`src/hdl/mse_pkg.sv`:
```
`default_nettype none

package mse_pkg;

    // Input sample width (signed Q4.12)
    localparam int DATA_W = 16;
    // Magnitude of a sample difference: |p - t| <= 65535
    localparam int MAG_W = 16;
    // Squared magnitude width
    localparam int SQ_W = 2 * MAG_W;
    // Running sum width (saturating)
    localparam int SUM_W = 47;
    // Result width (Q.24, two's complement)
    localparam int VALUE_W = 37;
    // Gradient scale: 2 * diff << 12 == diff << 13
    localparam int GRAD_SHIFT = 13;
    // Significant bits of the gradient dividend
    localparam int GRAD_W = MAG_W + GRAD_SHIFT;
    // Vector length register
    localparam int LEN_W = 13;
    localparam logic [LEN_W-1:0] LEN_RESET = LEN_W'(1);
    // Divider step counter, holds up to SUM_W
    localparam int STEP_W = $clog2(SUM_W + 1);
    // Default element count limit
    localparam int MAX_LENGTH_DEF = 4096;

    // Request codes
    localparam logic MODE_LOSS = 1'b0;
    localparam logic MODE_GRAD = 1'b1;

endpackage

`default_nettype wire

```
`src/hdl/mse_sqr.sv`:
```
`default_nettype none

// Bit-serial squarer: one shift-add per cycle, one per multiplier bit.
module mse_sqr (
    input  wire logic                        aclk,
    input  wire logic                        aresetn,
    input  wire logic                        start,
    input  wire logic [mse_pkg::MAG_W-1:0]   mag,
    output logic                             done,
    output logic [mse_pkg::SQ_W-1:0]         product
);

    localparam int W = mse_pkg::MAG_W;
    localparam int CNT_W = $clog2(W);

    logic [2*W-1:0]   prod_reg;
    logic [2*W-1:0]   prod_next;
    logic [W-1:0]     mcand_reg;
    logic [CNT_W-1:0] cnt_reg;
    logic             busy_reg;
    logic             done_reg;
    logic [W:0]       upper;

    // Add the multiplicand on a set multiplier bit, then shift right
    always_comb begin
        upper     = {1'b0, prod_reg[2*W-1:W]} + (prod_reg[0] ? {1'b0, mcand_reg} : '0);
        prod_next = {upper, prod_reg[W-1:1]};
    end

    // Control
    always_ff @(posedge aclk) begin
        if (!aresetn) begin
            busy_reg <= 1'b0;
            done_reg <= 1'b0;
            cnt_reg  <= '0;
        end else begin
            done_reg <= 1'b0;
            if (start) begin
                busy_reg <= 1'b1;
                cnt_reg  <= CNT_W'(W - 1);
            end else if (busy_reg) begin
                cnt_reg <= cnt_reg - 1'b1;
                if (cnt_reg == '0) begin
                    busy_reg <= 1'b0;
                    done_reg <= 1'b1;
                end
            end
        end
    end

    // Datapath
    always_ff @(posedge aclk) begin
        if (start) begin
            prod_reg  <= {{W{1'b0}}, mag};
            mcand_reg <= mag;
        end else if (busy_reg) begin
            prod_reg <= prod_next;
        end
    end

    assign done    = done_reg;
    assign product = prod_reg;

endmodule

`default_nettype wire

```
`src/hdl/mse_div.sv`:
```
`default_nettype none

// Restoring divider, one quotient bit per cycle. The dividend arrives
// left-aligned; once 'steps' quotient bits are shifted in, the quotient sits in the low bits.
module mse_div #(
    parameter int DVS_W = mse_pkg::LEN_W
) (
    input  wire logic                         aclk,
    input  wire logic                         aresetn,
    input  wire logic                         start,
    input  wire logic [mse_pkg::SUM_W-1:0]    dividend,
    input  wire logic [DVS_W-1:0]             divisor,
    input  wire logic [mse_pkg::STEP_W-1:0]   steps,
    output logic                              done,
    output logic [mse_pkg::SUM_W-1:0]         quotient
);

    localparam int DVD_W = mse_pkg::SUM_W;

    logic [DVD_W-1:0]            dvd_reg;
    logic [DVS_W-1:0]            rem_reg;
    logic [DVS_W-1:0]            dvs_reg;
    logic [mse_pkg::STEP_W-1:0]  cnt_reg;
    logic                        busy_reg;
    logic                        done_reg;
    logic [DVS_W:0]              trial;
    logic                        qbit;

    // One trial subtraction
    always_comb begin
        trial = {rem_reg, dvd_reg[DVD_W-1]} - {1'b0, dvs_reg};
        qbit  = ~trial[DVS_W];
    end

    // Control
    always_ff @(posedge aclk) begin
        if (!aresetn) begin
            busy_reg <= 1'b0;
            done_reg <= 1'b0;
            cnt_reg  <= '0;
        end else begin
            done_reg <= 1'b0;
            if (start) begin
                busy_reg <= 1'b1;
                cnt_reg  <= steps - 1'b1;
            end else if (busy_reg) begin
                cnt_reg <= cnt_reg - 1'b1;
                if (cnt_reg == '0) begin
                    busy_reg <= 1'b0;
                    done_reg <= 1'b1;
                end
            end
        end
    end

    // Datapath
    always_ff @(posedge aclk) begin
        if (start) begin
            dvd_reg <= dividend;
            rem_reg <= '0;
            dvs_reg <= divisor;
        end else if (busy_reg) begin
            dvd_reg <= {dvd_reg[DVD_W-2:0], qbit};
            rem_reg <= qbit ? trial[DVS_W-1:0] : {rem_reg[DVS_W-2:0], dvd_reg[DVD_W-1]};
        end
    end

    assign done     = done_reg;
    assign quotient = dvd_reg;

endmodule

`default_nettype wire

```
`src/hdl/mean_squared_error_loss_unit.sv`:
```
`default_nettype none

// Channel   Direction  Handshake             Payload
// s_        in         s_valid / s_ready     s_mode, s_prediction, s_target, s_last
// m_        out        m_valid / m_ready     m_value, m_is_loss
// cfg_      in         cfg_valid / cfg_ready cfg_vector_length
//
// One request at a time. Gradient: the divider runs 29 steps, then the result is
// loaded into the output register. Loss not last: the squarer runs 16 steps and the
// product is added to the running sum. Loss marked last: 16 squarer plus 47 divider
// steps, then the result is loaded into the output register.
// Synchronous active-low reset clears control, sum, count and vector_length (to 1).
// A result waiting on m_ready stalls nothing until the next result is ready;
// that one then holds the sequencer and s_ready stays low until m_ready.
module mean_squared_error_loss_unit #(
    parameter int MAX_LENGTH = mse_pkg::MAX_LENGTH_DEF
) (
    input  wire logic                              aclk,
    input  wire logic                              aresetn,
    // request channel
    input  wire logic                              s_valid,
    output logic                                   s_ready,
    input  wire logic                              s_mode,
    input  wire logic signed [mse_pkg::DATA_W-1:0] s_prediction,
    input  wire logic signed [mse_pkg::DATA_W-1:0] s_target,
    input  wire logic                              s_last,
    // result channel
    output logic                                   m_valid,
    input  wire logic                              m_ready,
    output logic signed [mse_pkg::VALUE_W-1:0]     m_value,
    output logic                                   m_is_loss,
    // configuration
    input  wire logic                              cfg_valid,
    output logic                                   cfg_ready,
    input  wire logic [mse_pkg::LEN_W-1:0]         cfg_vector_length
);

    localparam int CNT_W = $clog2(MAX_LENGTH + 1);
    localparam int DVS_W = (CNT_W > mse_pkg::LEN_W) ? CNT_W : mse_pkg::LEN_W;
    localparam int SUM_W = mse_pkg::SUM_W;
    localparam int MAG_W = mse_pkg::MAG_W;
    localparam int VALUE_W = mse_pkg::VALUE_W;

    typedef enum logic [1:0] {
        ST_IDLE,
        ST_SQR,
        ST_DIV,
        ST_OUT
    } state_t;

    state_t                   state_reg;
    logic [mse_pkg::LEN_W-1:0] len_reg;
    logic [SUM_W-1:0]         sum_reg;
    logic [SUM_W-1:0]         sum_next;
    logic [CNT_W-1:0]         cnt_reg;
    logic [CNT_W-1:0]         cnt_next;
    logic                     neg_reg;
    logic                     loss_reg;
    logic                     last_reg;
    logic                     m_valid_reg;
    logic [VALUE_W-1:0]       m_value_reg;
    logic                     m_is_loss_reg;

    logic [mse_pkg::DATA_W:0] diff;
    logic [mse_pkg::DATA_W:0] diff_abs;
    logic                     sqr_start;
    logic                     sqr_done;
    logic [mse_pkg::SQ_W-1:0] sqr_product;
    logic                     div_start;
    logic                     div_done;
    logic [SUM_W-1:0]         div_dividend;
    logic [DVS_W-1:0]         div_divisor;
    logic [mse_pkg::STEP_W-1:0] div_steps;
    logic [SUM_W-1:0]         quotient;
    logic [SUM_W:0]           sum_wide;
    logic [mse_pkg::LEN_W-1:0] len_eff;
    logic [VALUE_W-1:0]       quo_val;
    logic                     out_free;
    logic                     req_accept;

    assign req_accept = s_valid && s_ready;
    assign out_free   = !m_valid_reg || m_ready;

    // Difference and its magnitude
    always_comb begin
        diff     = {s_prediction[mse_pkg::DATA_W-1], s_prediction}
                 - {s_target[mse_pkg::DATA_W-1], s_target};
        diff_abs = diff[mse_pkg::DATA_W] ? -diff : diff;
    end

    // Saturating accumulate and count
    always_comb begin
        sum_wide = {1'b0, sum_reg} + (SUM_W + 1)'(sqr_product);
        sum_next = sum_wide[SUM_W] ? {SUM_W{1'b1}} : sum_wide[SUM_W-1:0];
        cnt_next = (cnt_reg < CNT_W'(MAX_LENGTH)) ? cnt_reg + 1'b1 : cnt_reg;
    end

    // Squarer starts on a loss request
    assign sqr_start = req_accept && (s_mode == mse_pkg::MODE_LOSS);

    // Divider request: gradient from the accept, loss on the last element
    always_comb begin
        len_eff = (len_reg == '0) ? mse_pkg::LEN_W'(1) : len_reg;
        if (state_reg == ST_IDLE) begin
            div_start    = req_accept && (s_mode == mse_pkg::MODE_GRAD);
            div_dividend = {diff_abs[MAG_W-1:0], {(SUM_W - MAG_W){1'b0}}};
            div_divisor  = DVS_W'(len_eff);
            div_steps    = mse_pkg::STEP_W'(mse_pkg::GRAD_W);
        end else begin
            div_start    = (state_reg == ST_SQR) && sqr_done && last_reg;
            div_dividend = sum_next;
            div_divisor  = DVS_W'(cnt_next);
            div_steps    = mse_pkg::STEP_W'(SUM_W);
        end
    end

    mse_sqr u_sqr (
        .aclk    (aclk),
        .aresetn (aresetn),
        .start   (sqr_start),
        .mag     (diff_abs[MAG_W-1:0]),
        .done    (sqr_done),
        .product (sqr_product)
    );

    mse_div #(
        .DVS_W (DVS_W)
    ) u_div (
        .aclk     (aclk),
        .aresetn  (aresetn),
        .start    (div_start),
        .dividend (div_dividend),
        .divisor  (div_divisor),
        .steps    (div_steps),
        .done     (div_done),
        .quotient (quotient)
    );

    // Signed result from the quotient magnitude
    assign quo_val = neg_reg ? -quotient[VALUE_W-1:0] : quotient[VALUE_W-1:0];

    // Sequencer, accumulators and output register
    always_ff @(posedge aclk) begin
        if (!aresetn) begin
            state_reg   <= ST_IDLE;
            len_reg     <= mse_pkg::LEN_RESET;
            sum_reg     <= '0;
            cnt_reg     <= '0;
            m_valid_reg <= 1'b0;
            neg_reg     <= 1'b0;
            loss_reg    <= 1'b0;
            last_reg    <= 1'b0;
        end else begin
            if (cfg_valid) begin
                len_reg <= cfg_vector_length;
            end
            // a new result in the output state replaces the one taken
            if (m_valid_reg && m_ready && (state_reg != ST_OUT)) begin
                m_valid_reg <= 1'b0;
            end
            unique case (state_reg)
                ST_IDLE: begin
                    if (req_accept) begin
                        loss_reg  <= (s_mode == mse_pkg::MODE_LOSS);
                        last_reg  <= s_last;
                        neg_reg   <= (s_mode == mse_pkg::MODE_GRAD) && diff[mse_pkg::DATA_W];
                        state_reg <= (s_mode == mse_pkg::MODE_GRAD) ? ST_DIV : ST_SQR;
                    end
                end
                ST_SQR: begin
                    if (sqr_done) begin
                        if (last_reg) begin
                            sum_reg   <= '0;
                            cnt_reg   <= '0;
                            state_reg <= ST_DIV;
                        end else begin
                            sum_reg   <= sum_next;
                            cnt_reg   <= cnt_next;
                            state_reg <= ST_IDLE;
                        end
                    end
                end
                ST_DIV: begin
                    if (div_done) begin
                        state_reg <= ST_OUT;
                    end
                end
                ST_OUT: begin
                    if (out_free) begin
                        m_valid_reg   <= 1'b1;
                        m_value_reg   <= quo_val;
                        m_is_loss_reg <= loss_reg;
                        state_reg     <= ST_IDLE;
                    end
                end
                default: begin
                    state_reg <= ST_IDLE;
                end
            endcase
        end
    end

    assign s_ready   = (state_reg == ST_IDLE);
    assign cfg_ready = 1'b1;
    assign m_valid   = m_valid_reg;
    assign m_value   = m_value_reg;
    assign m_is_loss = m_is_loss_reg;

    // Element count never passes its limit
    assert property (@(posedge aclk) disable iff (!aresetn)
        cnt_reg <= CNT_W'(MAX_LENGTH))
        else $error("element count above limit");

    // A new result is only loaded from the output state
    assert property (@(posedge aclk) disable iff (!aresetn)
        $rose(m_valid) |-> $past(state_reg == ST_OUT))
        else $error("result loaded outside output state");

    // Divider finishes only while the sequencer waits for it
    assert property (@(posedge aclk) disable iff (!aresetn)
        div_done |-> (state_reg == ST_DIV))
        else $error("divider done outside divide state");

    // Gradient elements stay within the sign-extended gradient range
    assert property (@(posedge aclk) disable iff (!aresetn)
        (m_valid && !m_is_loss) |->
            ($countones(m_value[VALUE_W-1:mse_pkg::GRAD_W]) == 0 ||
             $countones(m_value[VALUE_W-1:mse_pkg::GRAD_W]) == VALUE_W - mse_pkg::GRAD_W))
        else $error("gradient element out of range");

endmodule

`default_nettype wire
```
`config.mk`:
```
export PLATFORM = sky130hd
export DESIGN_NAME = mean_squared_error_loss_unit
export DESIGN_NICKNAME = d
export VERILOG_FILES = /design/src/hdl/mse_pkg.sv /design/src/hdl/mse_sqr.sv /design/src/hdl/mse_div.sv /design/src/hdl/mean_squared_error_loss_unit.sv
export SDC_FILE = /design/constraint.sdc
export NUM_CORES = 1
export LEC_CHECK = 0
export BUFFER_PORTS_ARGS = -buffer_cell sky130_fd_sc_hd__buf_2
export CORE_MARGIN = 5
export CORE_UTILIZATION = 67
export CTS_CLUSTER_SIZE = 28
export DETAILED_ROUTE_END_ITERATION = 8
export PLACE_DENSITY_LB_ADDON = 0.2
export SETUP_SLACK_MARGIN = 0.15
export SLEW_MARGIN = 20
export SYNTH_ARGS = -nofsm -noshare
export SYNTH_HDL_FRONTEND = slang
export SYNTH_SLANG_ARGS = --single-unit
```
`constraint.sdc`:
```
create_clock -name aclk -period 9.04 [get_ports aclk]
set_clock_uncertainty 0.05 [all_clocks]
set_input_delay 0.904 -clock aclk [delete_from_list [all_inputs] [get_ports aclk]]
set_output_delay 0.904 -clock aclk [all_outputs]
set_load 0.1 [all_outputs]
```
==> flow_summary_export.csv <==
group,metric,value,unit
status,status,"complete, no violations",
global_routing,grt_use_total,0.2831,
finish,areaGrowthSynthToFinish,10.59,%
timing,timing.final.crit_share,0.4700,
timing,rsz0062_at_grt,"no",
synthesis,synth_seq_cells,252,
finish,fill_cells,1689,
place,dp.cells,2013,
hold_path,min_path_type,"reg2reg",
setup_path,cp_common_cell,"or4_4",
route,post-route-drc-count,0,
cts,cts-buffers-inserted,28,
setup_path,max_stage_delay,0.56,ns
cts,cts_tree,"done",
timing,finalSetupViolations,0,
cts,htreeDepth,1,
timing,drv_slew,0,
global_routing,antenna_found_initial,0,
die,io_pins,93,
finish,fin_nets,1896,
place,place_hpwl,26980,um
cts,cts.sinks,252,
finish,stdcell_count,2063,
flow_run,maxCapViolCount,0,
cts,cts-root-buf,"clkbuf_16",
route,drt_wl_total,37570,um
setup_path,crit_arrival,4.47,ns
setup_path,end_kind,"flop",
timing,setup_tns,0,ns
setup_path,crit_chain,"or4_4 > or3_1 > or4_4 > or4_4 > or4_1 > or3_1 > o41ai_1 > xnor2_1",
power_and_ir_drop,p_per_area,255.0,mW/mm^2
timing,hold_viol,0,
synthesis,synth_warnings,0,
synthesis,synthArstFlopShare,0,
timing,timing.final.ws_setup,4.791,ns
finish,drive_above_1_share,0.1012,
die,fp.dieH,161.0,um
place,dpl_worst_slack,4.445,ns
setup_path,crit_fanout,5,
cts,post_cts_resized,0,
global_routing,grt_pass1_vias,12008,
power_and_ir_drop,peakVddDrop,0.0001722,V
synthesis,syn-num-nets,1837,
route,postRouteAntennaNets,0,
power_and_ir_drop,leakage,6.854,nW
place,io_buffers,91,
route,dr.pass1.iters,7,
die,die_area,0.02594,sq mm
route,via_per_inst,6.212,
finish,n_antenna_cell,0,
synthesis,synth_flop_cell,"edfxtp_1",
cts,clk_latency,0.54,ns
cts,clkTransAtPathRegs,0.06,ns
synthesis,synth_edf_count,130,
setup_path,worstSetupPathType,"reg2reg",
setup_path,required,9.26,ns
cts,cts.path.max_buffers,3,
cts,post-cts-setup-buffers,0,
cts,cts_hold_buf,0,
die,core,0.02257,sq mm
global_routing,grt_max_degree,63,
die,start_util,0.6772,
synthesis,yosysUniqueCellTypes,73,
timing,tightest_slew,0.9270,ns
route,first_iter_violations,1098,
timing,min_period,4.249,ns
synthesis,syn_area,0.01529,sq mm
route,dr_total_vias,12816,
die,core.rowCount,55,
setup_path,cpMaxStageDelayCell,"or4_4",
global_routing,overflow,0,
setup_path,critPathLaunchType,"flop",
timing,slew_headroom,0.3755,
synthesis,ys_seq_area_frac,0.4152,
die,dieWidth,161.0,um
global_routing,grt_pass1_wl,60690,um
timing,fmax,0.2354,GHz
synthesis,syn_area_per_cell,8.997,sq um
route,wire_per_inst,18.21,um
synthesis,synth_cells,1699,
place,place.gp.congestion,0.9554,
==> logic make-up (layout without fill, tap and decap cells) <==
| group | Yosys count | after routing | synth area share |
|---|---|---|---|
| other | 1 | 1 | 0.0002453 |
| muxes | 44 | 44 | 0.02922 |
| AOI/OAI and AO/OA | 481 | 481 | 0.1981 |
| adders and majority gates | 86 | 86 | 0.07236 |
| and+or+nand+nor | 557 | 557 | 0.1781 |
| xor gates and xnor gates | 117 | 117 | 0.06704 |
| DFF | 252 | 252 | 0.4152 |
| buffers and inverters | 161 | 240 | 0.03978 |
==> path summary, 6_finish.rpt <==
check                           cells past startpoint              start  slack [ns]           to
worst max register to register                      8  u_div.quotient[3]        4.79  m_value[31]
worst min-delay path                                0           loss_reg        0.41    m_is_loss
worst max-delay path                                8  u_div.quotient[3]        4.79  m_value[31]
worst min register to register                      0           loss_reg        0.41    m_is_loss
==> power by group <==
part	internal, mW	switching (mW)	leakage (nW)
Combinational	0.566	0.901	4.19
Clock	0.715	0.460	0.456
Sequential	1.48	0.190	2.21
==> critical path, delay by kind of cell (launching register included) <==
| kind | cells | cell delay [ns] |
|---|---|---|
| AOI/OAI and AO/OA | 1 | 0.35 |
| xor gates and xnor gates | 1 | 0.12 |
| DFF | 1 | 0.45 |
| and+or+nand+nor | 6 | 3.00 |
==> cells in the final DEF (no fill, tap or decap), types with 7 or more instances in the layout <==
cell type | Yosys | routed
a21oi_1 | 111 | 111
a31oi_1 | 16 | 16
nor2_1 | 102 | 101
xnor2_1 | 84 | 84
o221ai_1 | 8 | 8
edfxtp_1 | 130 | 130
mux2i_1 | 39 | 39
nand4_1 | 7 | 7
or4_1 | 12 | 12
clkbuf_16 | 0 | 29
o211ai_1 | 15 | 15
and3_1 | 15 | 15
a211oi_1 | 10 | 9
buf_2 | 0 | 91
nand3_1 | 34 | 34
inv_1 | 81 | 81
nor3b_1 | 8 | 7
and2_1 | 35 | 35
nand3b_1 | 7 | 7
o21ai_0 | 165 | 165
a22o_1 | 17 | 17
dfxtp_1 | 122 | 122
ha_1 | 82 | 82
a21boi_0 | 14 | 14
o21a_1 | 15 | 15
a21o_1 | 21 | 21
nand2_1 | 203 | 203
nor4_1 | 9 | 9
xor2_1 | 33 | 33
nand2b_1 | 14 | 14
nor2b_1 | 28 | 28
nor3_1 | 45 | 44
or3_1 | 13 | 13
buf_4 | 1 | 18
o31ai_1 | 21 | 21
==> layout make-up <==
type,instances,area [sq um],share of cell area
multi-input cells,1286,8358,0.4944
flip-flops and latches,252,6346,0.3754
clock buffers,37,775.7,0.04589
repair buffers,109,590.6,0.03493
well taps,285,356.6,0.02109
inverters,81,304.0,0.01799
clock inverters,13,173.9,0.01029
==> synth_stat cells, types with 6 or more instances <==
cell type | n | share of area
nand2_1 | 203 | 0.050
or2_2 | 6 | 0.0025
o31ai_1 | 21 | 0.010
a21boi_0 | 14 | 0.0069
nor3_1 | 45 | 0.015
nand2b_1 | 14 | 0.0057
edfxtp_1 | 130 | 0.26
a211oi_1 | 10 | 0.0049
dfxtp_1 | 122 | 0.16
nor2b_1 | 28 | 0.011
o211ai_1 | 15 | 0.0074
or4_1 | 12 | 0.0059
inv_1 | 81 | 0.020
o211a_1 | 6 | 0.0039
a41oi_1 | 6 | 0.0034
o221ai_1 | 8 | 0.0046
a22o_1 | 17 | 0.0097
nor4_1 | 9 | 0.0037
and2_1 | 35 | 0.014
o21ai_0 | 165 | 0.054
or3_1 | 13 | 0.0053
a21oi_1 | 111 | 0.036
ha_1 | 82 | 0.067
nor3b_1 | 8 | 0.0039
and3_1 | 15 | 0.0061
nand4_1 | 7 | 0.0029
o21a_1 | 15 | 0.0074
xor2_1 | 33 | 0.019
a31oi_1 | 16 | 0.0065
clkbuf_1 | 74 | 0.018
a21o_1 | 21 | 0.010
nor2_1 | 102 | 0.025
mux2i_1 | 39 | 0.026
xnor2_1 | 84 | 0.048
nand3_1 | 34 | 0.011
nand3b_1 | 7 | 0.0034
==> per-layer routing <==
layer | up-vias | GRT usage | share of wire
met5 | - | 0 | 0
met4 | 0 | 0.07173 | 0.022
met3 | 70 | 0.02909 | 0.071
met2 | 454 | 0.4714 | 0.46
met1 | 6001 | 0.4014 | 0.44
li1 | 6291 | - | -
==> per-stage QoR <==
stage          power [mW]    util  hold slack [ns]  instance area [sq um]
4_1_cts             4.299  0.7488           0.4156                  16900
2_1_floorplan       2.746       -           0.3590                  15290
3_5_place_dp        3.119  0.7068           0.4039                  15950
3_3_place_gp        3.065  0.7068           0.3615                  15950
6_report            4.311  0.7489           0.4091                  16910
5_1_grt             4.546  0.7489           0.4297                  16910
Note: power is estimated with default switching activity, not from simulation.
